===== src/rtl/ckhm_pkg.sv =====
`timescale 1ns / 1ps
package ckhm_pkg;

  // request modes
  localparam logic [1:0] MODE_SET    = 2'd0;
  localparam logic [1:0] MODE_GET    = 2'd1;
  localparam logic [1:0] MODE_DEL    = 2'd2;
  localparam logic [1:0] MODE_UNUSED = 2'd3;

  // result status codes
  localparam logic [1:0] ST_OK     = 2'd0;
  localparam logic [1:0] ST_ABSENT = 2'd1;
  localparam logic [1:0] ST_FULL   = 2'd2;

  // hash constants
  localparam logic [31:0] MUL_X   = 32'd2147483629;
  localparam logic [31:0] MUL_Y   = 32'd4282663;
  localparam logic [31:0] MUL_MIX = 32'd277803737;

  typedef struct packed {
    logic [1:0]         mode;
    logic signed [31:0] key_x;
    logic signed [31:0] key_y;
    logic signed [31:0] new_value;
  } req_t;

  typedef struct packed {
    logic [1:0]         status;
    logic signed [31:0] read_value;
  } rsp_t;

  // controller to datapath
  typedef struct packed {
    logic load;    // capture request word
    logic mix_a;   // first hash stage
    logic mix_b;   // second hash stage
    logic bucket;  // form bucket sum
    logic rcp;     // reciprocal multiply of the sum
    logic quo;     // bucket quotient
    logic rem;     // bucket index from the remainder
    logic read;    // read bucket slots
    logic commit;  // decide, write and emit result
  } ctl_t;

  // datapath to controller
  typedef struct packed {
    logic clear_done;
  } sts_t;

endpackage


===== src/rtl/ckhm_ctrl.sv =====
`timescale 1ns / 1ps
module ckhm_ctrl (
  input  logic           clk,
  input  logic           rst,
  input  logic           start,
  input  ckhm_pkg::sts_t sts,
  output logic           busy,
  output logic           done,
  output ckhm_pkg::ctl_t ctl
);

  typedef enum logic [3:0] {
    S_IDLE, S_MIXA, S_MIXB, S_BKT, S_RCP, S_QUO, S_REM, S_READ, S_COMMIT
  } state_t;

  state_t state;

  // command decode: load from start and busy, the rest from state
  always_comb begin
    ctl = '0;
    ctl.load   = start && !busy;
    ctl.mix_a  = (state == S_MIXA);
    ctl.mix_b  = (state == S_MIXB);
    ctl.bucket = (state == S_BKT);
    ctl.rcp    = (state == S_RCP);
    ctl.quo    = (state == S_QUO);
    ctl.rem    = (state == S_REM);
    ctl.read   = (state == S_READ);
    ctl.commit = (state == S_COMMIT);
  end

  // sequencer
  always_ff @(posedge clk) begin
    if (rst) begin
      state <= S_IDLE;
      busy  <= 1'b1;
      done  <= 1'b0;
    end else begin
      done <= 1'b0;
      case (state)
        S_IDLE: begin
          if (!sts.clear_done) begin
            busy <= 1'b1;
          end else if (start && !busy) begin
            state <= S_MIXA;
            busy  <= 1'b1;
          end else begin
            busy <= 1'b0;
          end
        end
        S_MIXA:   state <= S_MIXB;
        S_MIXB:   state <= S_BKT;
        S_BKT:    state <= S_RCP;
        S_RCP:    state <= S_QUO;
        S_QUO:    state <= S_REM;
        S_REM:    state <= S_READ;
        S_READ:   state <= S_COMMIT;
        S_COMMIT: begin
          state <= S_IDLE;
          done  <= 1'b1;
          busy  <= 1'b0;
        end
        default: state <= S_IDLE;
      endcase
    end
  end

`ifndef SYNTHESIS
  // a result follows every commit
  a_done: assert property (@(posedge clk) disable iff (rst)
    ctl.commit |=> done)
    else $error("missing result strobe");
  // no acceptance while a request is in flight
  a_idle: assert property (@(posedge clk) disable iff (rst)
    ctl.load |-> state == S_IDLE && sts.clear_done)
    else $error("accept outside idle");
  // the strobe is one cycle
  a_pulse: assert property (@(posedge clk) disable iff (rst)
    done |=> !done)
    else $error("result strobe too long");
`endif

endmodule


===== config.mk =====
export PLATFORM = sky130hd
export DESIGN_NAME = ckhm_ctrl
export DESIGN_NICKNAME = d
export VERILOG_FILES = /design/src/rtl/ckhm_pkg.sv /design/src/rtl/ckhm_ctrl.sv
export SDC_FILE = /design/constraint.sdc
export NUM_CORES = 1
export LEC_CHECK = 0
export ABC_AREA = 0
export BUFFER_PORTS_ARGS = -buffer_cell sky130_fd_sc_hd__buf_2
export CAP_MARGIN = 25
export CORE_AREA = 2 2 39 41
export CTS_BUF_LIST = sky130_fd_sc_hd__clkbuf_4 sky130_fd_sc_hd__clkbuf_8
export CTS_CLUSTER_DIAMETER = 60
export DETAILED_ROUTE_END_ITERATION = 8
export DIE_AREA = 0 0 41 43
export MAX_ROUTING_LAYER = met4
export PLACE_DENSITY = 0.44
export RECOVER_POWER = 100
export SKIP_CTS_REPAIR_TIMING = 1
export SLEW_MARGIN = 20
export SYNTH_ARGS = -nofsm -noshare
export SYNTH_HDL_FRONTEND = slang
export SYNTH_SLANG_ARGS = --single-unit
export TNS_END_PERCENT = 1

===== constraint.sdc =====
create_clock -name clk -period 4 [get_ports clk]
set_clock_uncertainty 0.15 [all_clocks]
set_input_delay 0.2 -clock clk [delete_from_list [all_inputs] [get_ports clk]]
set_output_delay 0.2 -clock clk [all_outputs]
set_load 0.03 [all_outputs]

==> After elaboration in Yosys (flattened, before gate mapping) <==
Cells that the tools add are included.
{ "op_classes": {"magnitude_cmp": 0, "n_eq_ne": 10, "div_mod_pow": 0, "reduce_logical": 5, "bitwise_logic": 0, "n_shift": 0, "mux": 7, "addsub": 0, "n_mul": 0} }
{ "op_table": {"columns": ["op", "n"], "rows": [
  ["case mux 4 bit (8 select lines)", 1],
  ["== test 4 x 3 -> 1 bit, second input constant", 4],
  ["== test 4 x 2 -> 1 bit, second input constant", 2],
  ["2-to-1 mux 4 bit", 2],
  ["== test 4 x 1 -> 1 bit, second input constant", 1],
  ["== test 4 bit, second input constant", 1],
  ["logical NOT 4 bit", 1],
  ["inequality test 2 bit, second input constant", 2],
  ["2-to-1 mux 1 bit", 3],
  ["case mux 1 bit (2 select lines)", 1],
  ["AND reduction 2 bit", 1],
  ["nonzero test 2 bit", 1],
  ["logical AND 1 bit", 1],
  ["logical NOT 1 bit", 1]
]} }
{ "totals": {"mem_count": 0, "register_bits": 6, "word_cells": 25, "ram_bits": 0, "latchBits": 0, "rom_bits": 0, "out_inout_bits": 11} }

==> Depth between registers and ports, before layout <==
Gate-level depths: netlist of run 1.
{ "depth": {"depth_word": 5, "mapped_depth": 4, "mapped_depth_nobuf": 3} }

==> Worst setup path after synthesis of run 1 <==
Ideal clock, no wire load.
{ "synth_path": {"path_type": "register to register", "from": "register state[1]", "to": "register done", "slack_ns": 2.032, "required_time_ns": 3.781, "synth_period_minus_slack_ns": 1.968, "path_stages_with_launch": 4, "t_arrival_ns": 1.749, "setup_ns": 0.069, "path_buffers": 1, "path_cell_list": "dfxtp_1 buf_6 nor4b_1 nor2b_1"} }
{ "synth_rtl": {"columns": ["item", "line", "source"], "rows": [
  ["start, declared", "ckhm_ctrl.sv:16", "state_t state;"],
  ["start signal, assigned", "ckhm_ctrl.sv:35", "state <= S_IDLE;"],
  ["start signal, assigned", "ckhm_ctrl.sv:45", "state <= S_MIXA;"],
  ["start signal, assigned", "ckhm_ctrl.sv:51", "S_MIXA: state <= S_MIXB;"],
  ["end signal, assigned", "ckhm_ctrl.sv:37", "done <= 1'b0;"],
  ["end signal, assigned", "ckhm_ctrl.sv:39", "done <= 1'b0;"],
  ["end signal, assigned", "ckhm_ctrl.sv:60", "done <= 1'b1;"],
  ["end, declared", "ckhm_ctrl.sv:8", "output logic done,"]
]} }

==> results of run 1 <==
routing by layer:
layer / share of wire / track usage / vias to the layer above / wire length [um]
met5: 0 / - / - / 0
met4: 0 / 0.120 / 0 / 0
met3: 0.044 / 0 / 0 / 29
met2: 0.49 / 0.100 / 8 / 324
met1: 0.46 / 0.110 / 119 / 306
li1: - / - / 151 / -
Yosys cell counts:
cell type / count
sky130_fd_sc_hd__buf_2: 2
sky130_fd_sc_hd__nand2_1: 3
sky130_fd_sc_hd__a221o_1: 1
sky130_fd_sc_hd__nor2_1: 3
sky130_fd_sc_hd__nor2b_1: 2
sky130_fd_sc_hd__xor2_1: 1
sky130_fd_sc_hd__xnor2_1: 1
sky130_fd_sc_hd__or2b_1: 1
sky130_fd_sc_hd__nor3_1: 7
sky130_fd_sc_hd__or3_1: 1
sky130_fd_sc_hd__buf_6: 2
sky130_fd_sc_hd__dfxtp_1: 6
sky130_fd_sc_hd__nor4_1: 1
sky130_fd_sc_hd__nor4b_1: 1
sky130_fd_sc_hd__nand2b_1: 3
sky130_fd_sc_hd__a2111oi_1: 1
sequential cells by signal, indices dropped and copies added, names as in the netlist:
| signal | flops |
|---|---|
| busy | 1 |
| state | 4 |
| done | 1 |
per-stage QoR:
| stage | hold slack, ns | setup slack [ns] | cells | total power [mW] | util |
|---|---|---|---|---|---|
| 2_1_floorplan | 0.122 | 2.03 | 36 | 0.200 | - |
| 3_3_place_gp | 0.312 | 2.49 | 62 | 0.219 | 0.264 |
| 3_5_place_dp | 0.310 | 2.53 | 62 | 0.215 | 0.264 |
| 4_1_cts | 0.0497 | 2.25 | 65 | 0.273 | 0.280 |
| 5_1_grt | 0.0601 | 2.04 | 65 | 0.279 | 0.269 |
| 6_report | 0.0578 | 2.15 | 65 | 0.263 | 0.269 |
path summary, 6_finish.rpt:
kind,start,endpoint,cells past startpoint
worst max-delay path,state[1],ctl[6],3
worst min register to register,busy,busy,1
worst min-delay path,rst,done,2
worst max register to register,state[1],busy,2
worst max-delay path, delay by kind of cell, from the launching register on:
kind          cells  cell delay, ns
flops             1            0.48
buf+inv           1            0.33
simple gates      2            0.46
power by group through the flow:
stage | Clock (mW) | Sequential [mW] | Combinational (mW)
floorplan | 0 | 0.0912 | 0.108
global placement | 0 | 0.106 | 0.113
detailed placement | 0 | 0.104 | 0.112
CTS | 0.0581 | 0.103 | 0.113
global route | 0.0606 | 0.105 | 0.114
finish | 0.0550 | 0.103 | 0.105
cell families (layout without fill, tap and decap cells):
logic type / count (synthesis) / in the layout
AOI/OAI and AO/OA: 2 / 2
buffers and inverters: 4 / 17
and+or+nand+nor: 22 / 22
xor gates and xnor gates: 2 / 2
DFF: 6 / 6
final cells by class:
class | instances | area [sq um]
fillers | 162 | 1010
flip-flops and latches | 6 | 120
repair buffers | 14 | 56.3
multi-input cells | 26 | 154
well taps | 16 | 20.0
clock buffers | 3 | 22.5
==> out/results.md, run 1 <==
| Result | This run |
| --- | --- |
| Switching power summed over all nets | 117 uW |
| Library cell occupying the most area in the post-synthesis netlist | sky130_fd_sc_hd__dfxtp_1 |
| Floorplan die height | 43 um |
| Nets@finish | 55 |
| Routed WL per cell | 10.2 um |
| Total wire length | 660 um |
| Clock Power Share | 0.209 |
| Post-route fraction of the period consumed by the critical path | 0.463 |
| Logic pwr share | 0.400 |
| Netlist area before placement | 308 sq um |
| Number of clock buffers inserted by TritonCTS | 3 |
| Top cells by area, synth | sky130_fd_sc_hd__dfxtp_1 39%, sky130_fd_sc_hd__nor3_1 11%, sky130_fd_sc_hd__buf_6 7.3% |
| Synth warn | 0 |
| Area of the die | 1760 sq um |
| Library cell contributing the largest single delay on the critical path | sky130_fd_sc_hd__dfxtp_1 |
| Highest ir drop seen on vdd | 0.391 mV |
| P_int | 147 uW |
| Number of slew-limit violations in the final report | 0 |
| Portion of netlist area occupied by mux cells | 0 |
| Number of antenna violations at the first check in global routing | 0 |
| Required time of the critical path | 3.65 ns |
| Maximum level of the CTS H-tree | 1 |
| Effective utilization at floorplan | 0.222 |
| Pin slew with the least headroom to its limit | 0.336 ns |
| Number of global-route vias before repair | 229 |
| CTS clk-pin slew, worst paths | 0.05 ns |
| Post-route design area | 373 sq um |
| Type of element capturing the critical path | output port |
| CTS tree | yes |
| Final ANT Viol Nets | 0 |
| Drt drc | 0 |
| Global route total overflow | 0 |
| Count of state elements after synthesis | 6 |
| Number of rows created at floorplan | 14 |
| RSZ-0062 raised after global routing | false |
| Layout cells sized above 1 | 0.122 |
| Iteration-0 DRC Markers | 3 |
| Net count after synthesis | 40 |
| Post-synth top area share | 0.390 |
| Power share of the sequential group | 0.391 |
| Largest family of logic cells by synthesized area | simple AND/OR/NAND/NOR gates |
| First-pass GRT wire length | 931 um |
| Pwr dens | 706 nW/um^2 |
| Total cell area at the placement stage | 365 sq um |
| Layout overhead on the synthesized area | 21.1% |
| Number of different library cells in the post-synthesis netlist | 16 |
| Most frequent cells in the layout | 11 x sky130_fd_sc_hd__clkbuf_1, 7 x sky130_fd_sc_hd__nor3_1, 6 x sky130_fd_sc_hd__dfxtp_1 |
| Number of hold-slack violations in the final timing report | 0 |
| Area fraction in and, or, nand and nor cells after synthesis | 0.382 |
| Pin count of the biggest net entering global routing | 11 |
| Via count | 278 |
| Horizontal die dimension | 41 um |
| Synthesized area divided by synthesized cell count | 8.55 sq um |
| Max Buffers Root-to-Sink | 2 |
| Cells traversed along the worst timing path | or2b_1 > nor3_1 > clkbuf_1 |
| Gp weighted congestion | 0.656 |
| Largest incremental delay on the critical path | 0.48 ns |
| Reg-to-reg setup timing slack | 2.68 ns |
| Quantity of I/O buffers inserted on ports | 14 |
| Syn Inst Count | 36 |
| Num Clock Sinks | 6 |
| Fraction of the yosys area taken by sequential cells | 0.390 |
| Maxcap violations | 0 |
| Antenna cells | 0 |
| Top fanout value on the critical path | 9 |
| Number of iterations in the first detailed-routing pass | 3 |
| Peak Freq | 539 MHz |
| Type of the most critical hold path | in -> reg |
| Slew HR | 0.770 |
| Min Tclk post-route | 1.85 ns |
| Share of the synthesized area in compound gates (AO/OA/AOI/OAI) | 0.0650 |
| Clock latency reported for the late side of the worst-skew pair | 0.24 ns |
| Area inside the core boundary | 1380 sq um |
| Most common cell after layout, fill and taps aside | sky130_fd_sc_hd__clkbuf_1 |
| Boundary Pins | 15 |
| Setup_tns | 0 ns |
| Critical setup path kind | reg -> out |
| Ratio of routed vias to standard cells | 4.28 |
| Share of total power consumed by net switching | 0.443 |
| Critical path data arrival time | 1.50 ns |
| Clock root buffer | sky130_fd_sc_hd__clkbuf_4 |
| Cell leakage power | 0.131 nW |
| Critical path launch point type | flip-flop |
| Synthesized-area fraction occupied by adder cells | 0 |
| Setup-failing EPs final | 0 |
| Xor and xnor area share after synthesis | 0.0569 |
| Total global routing track utilization | 0.0866 |
| Outcome | completed |
No activity file was read; power rests on OpenSTA's default activity.
==> run 2, diff against run 1 <==
- PLACE_DENSITY: 0.44 -> 0.45
- clock period: 4 -> 1.66 ns (I/O delays scaled with it)
==> out/results.md, run 2 (synthesis results as in run 1) <==
| Result | This run | vs previous |
| --- | --- | --- |
| Outcome | completed | unchanged |
| Top fanout value on the critical path | 9 | unchanged |
| RSZ-0062 raised after global routing | false | unchanged |
| Floorplan die height | 43 um | unchanged |
| Number of antenna violations at the first check in global routing | 0 | unchanged |
| CTS clk-pin slew, worst paths | 0.05 ns | about the same |
| First-pass GRT wire length | 931 um | unchanged |
| P_int | 369 uW | was 147 uW |
| Critical setup path kind | reg -> out | unchanged |
| Clock latency reported for the late side of the worst-skew pair | 0.24 ns | about the same |
| Quantity of I/O buffers inserted on ports | 14 | unchanged |
| Boundary Pins | 15 | unchanged |
| Fin Hold WS | 0.106 ns | was 0.0578 ns |
| Clock root buffer | sky130_fd_sc_hd__clkbuf_4 | unchanged |
| PnR Total Power | 656 uW | was 263 uW |
| Logic pwr share | 0.400 | about the same |
| Number of clock buffers inserted by TritonCTS | 3 | unchanged |
| Final ANT Viol Nets | 0 | unchanged |
| Flip-flop and latch area | 123 sq um | was 120 sq um |
| Largest register FFs | 4 | unchanged |
| Routed WL per cell | 10.2 um | about the same |
| Global-route track usage on met3 | 0.0471 | was 0 |
| Max Buffers Root-to-Sink | 2 | unchanged |
| Power share of the sequential group | 0.392 | was 0.391 |
| Number of standard cells in the layout, taps in and fillers out | 67 | was 65 |
| Number of hold-slack violations in the final timing report | 0 | unchanged |
| Maximum level of the CTS H-tree | 1 | unchanged |
| Number of iterations in the first detailed-routing pass | 2 | was 3 |
| Critical path launch point type | flip-flop | unchanged |
| Register bank with the most flops | state | unchanged |
| Gp weighted congestion | 0.685 | was 0.656 |
| Most frequent cells in the layout | 7 x sky130_fd_sc_hd__nor3_1, 7 x sky130_fd_sc_hd__clkbuf_2, 4 x sky130_fd_sc_hd__dfxtp_1, 4 x sky130_fd_sc_hd__clkbuf_1 | was 11 x sky130_fd_sc_hd__clkbuf_1, 7 x sky130_fd_sc_hd__nor3_1, 6 x sky130_fd_sc_hd__dfxtp_1 |
| Critical path data arrival time | 1.32 ns | was 1.50 ns |
| Detailed placer's ending HPWL | 449 um |  |
| CTS tree | yes | unchanged |
| Global route total overflow | 0 | unchanged |
| Highest ir drop seen on vdd | 0.699 mV | was 0.391 mV |
| Setup_tns | 0 ns | unchanged |
| Min Tclk post-route | 1.55 ns |  |
| Type of element capturing the critical path | output port | unchanged |
| Share of total power consumed by net switching | 0.438 | was 0.443 |
| Met1 routing resource usage after global routing | 0.104 | was 0.110 |
| Number of placed instances with taps included | 62 | unchanged |
| Post-route fraction of the period consumed by the critical path | 0.935 |  |
| Required time of the critical path | 1.43 ns | was 3.65 ns |
| Total wire length | 683 um | was 660 um |
| Area of the die | 1760 sq um | unchanged |
| Largest registers | state (4), busy (1), done (1) | unchanged |
| Setup-failing EPs final | 0 | unchanged |
| Maxcap violations | 0 | unchanged |
| Busiest metal layer after global routing | met1 | was met4 |
| Area inside the core boundary | 1380 sq um | unchanged |
| Total global routing track utilization | 0.0908 | was 0.0866 |
| Layout overhead on the synthesized area | 33.3% | was 21.1% |
| Type of the most critical hold path | in -> reg | unchanged |
| Slew HR | 0.759 | was 0.770 |
| Layout cells sized above 1 | 0.314 | was 0.122 |
| Iteration-0 DRC Markers | 1 | was 3 |
| Number of rows created at floorplan | 14 | unchanged |
| Pwr dens | 1600 nW/um^2 | was 706 nW/um^2 |
| Global routing usage on met2 | 0.100 | unchanged |
| Ratio of routed vias to standard cells | 4.40 | was 4.28 |
| Clock Power Share | 0.208 | was 0.209 |
| Reg-to-reg setup timing slack | 0.34 ns | was 2.68 ns |
| Pin slew with the least headroom to its limit | 0.363 ns | was 0.336 ns |
| Nets@finish | 57 | was 55 |
| Multi-input logic area | 160 sq um | was 154 sq um |
| Via count | 295 | was 278 |
| Pin count of the biggest net entering global routing | 11 | unchanged |
| Drt drc | 0 | unchanged |
| Num Clock Sinks | 6 | unchanged |
| Antenna cells | 0 | unchanged |
| Number of slew-limit violations in the final report | 0 | unchanged |
| Number of filler instances in the final layout | 161 | was 162 |
| Number of global-route vias before repair | 229 | unchanged |
| Effective utilization at floorplan | 0.222 | unchanged |
| Horizontal die dimension | 41 um | unchanged |
| Switching power summed over all nets | 287 uW | was 117 uW |
| Peak Freq | 644 MHz |  |
| Cell leakage power | 0.168 nW | was 0.131 nW |
-- run 2: per-stage QoR --
| stage | setup slack (ns) | util | cell area [sq um] |
|---|---|---|---|
| after floorplan | 0.00453 | - | 314 |
| after global routing | 0.0370 | 0.297 | 410 |
| after CTS | 0.0255 | 0.285 | 394 |
| after global placement | 0.305 | 0.269 | 372 |
| final | 0.108 | 0.297 | 410 |
| after detailed placement | 0.299 | 0.269 | 372 |
-- run 2: metal layers --
metal | wire [um] | vias up | share of wire
met5 | 0 | - | 0
met4 | 14 | 0 | 0.020
met3 | 44 | 2 | 0.064
met2 | 309 | 10 | 0.45
met1 | 315 | 129 | 0.46
li1 | - | 154 | -
-- run 2: layout make-up --
class / instances / area share
tap: 16 / 0.0488
timing repair buffer: 16 / 0.207
multi-input combinational: 26 / 0.390
clock buffer: 3 / 0.0549
sequential: 6 / 0.299
-- run 2: power by group through the flow --
stage	clock (mW)	combinational (mW)	sequential, mW
2_1_floorplan	0	0.265	0.220
3_3_place_gp	0	0.268	0.252
3_5_place_dp	0	0.268	0.252
4_1_cts	0.140	0.269	0.249
5_1_grt	0.149	0.286	0.265
6_report	0.137	0.263	0.257
-- run 2: final timing paths --
path | to | startpoint | cells past startpoint
setup / recovery | ctl[6] | state[1] | 3
hold / removal | state[0] | start | 4
setup reg to reg | busy | state[2] | 2
hold reg to reg | busy | busy | 1
-- run 2: critical path: stages, from the launching register on --
cell and delay (ns):
sky130_fd_sc_hd__dfxtp_2 0.41, sky130_fd_sc_hd__or2b_1 0.30, sky130_fd_sc_hd__nor3_1 0.14, sky130_fd_sc_hd__clkbuf_2 0.23
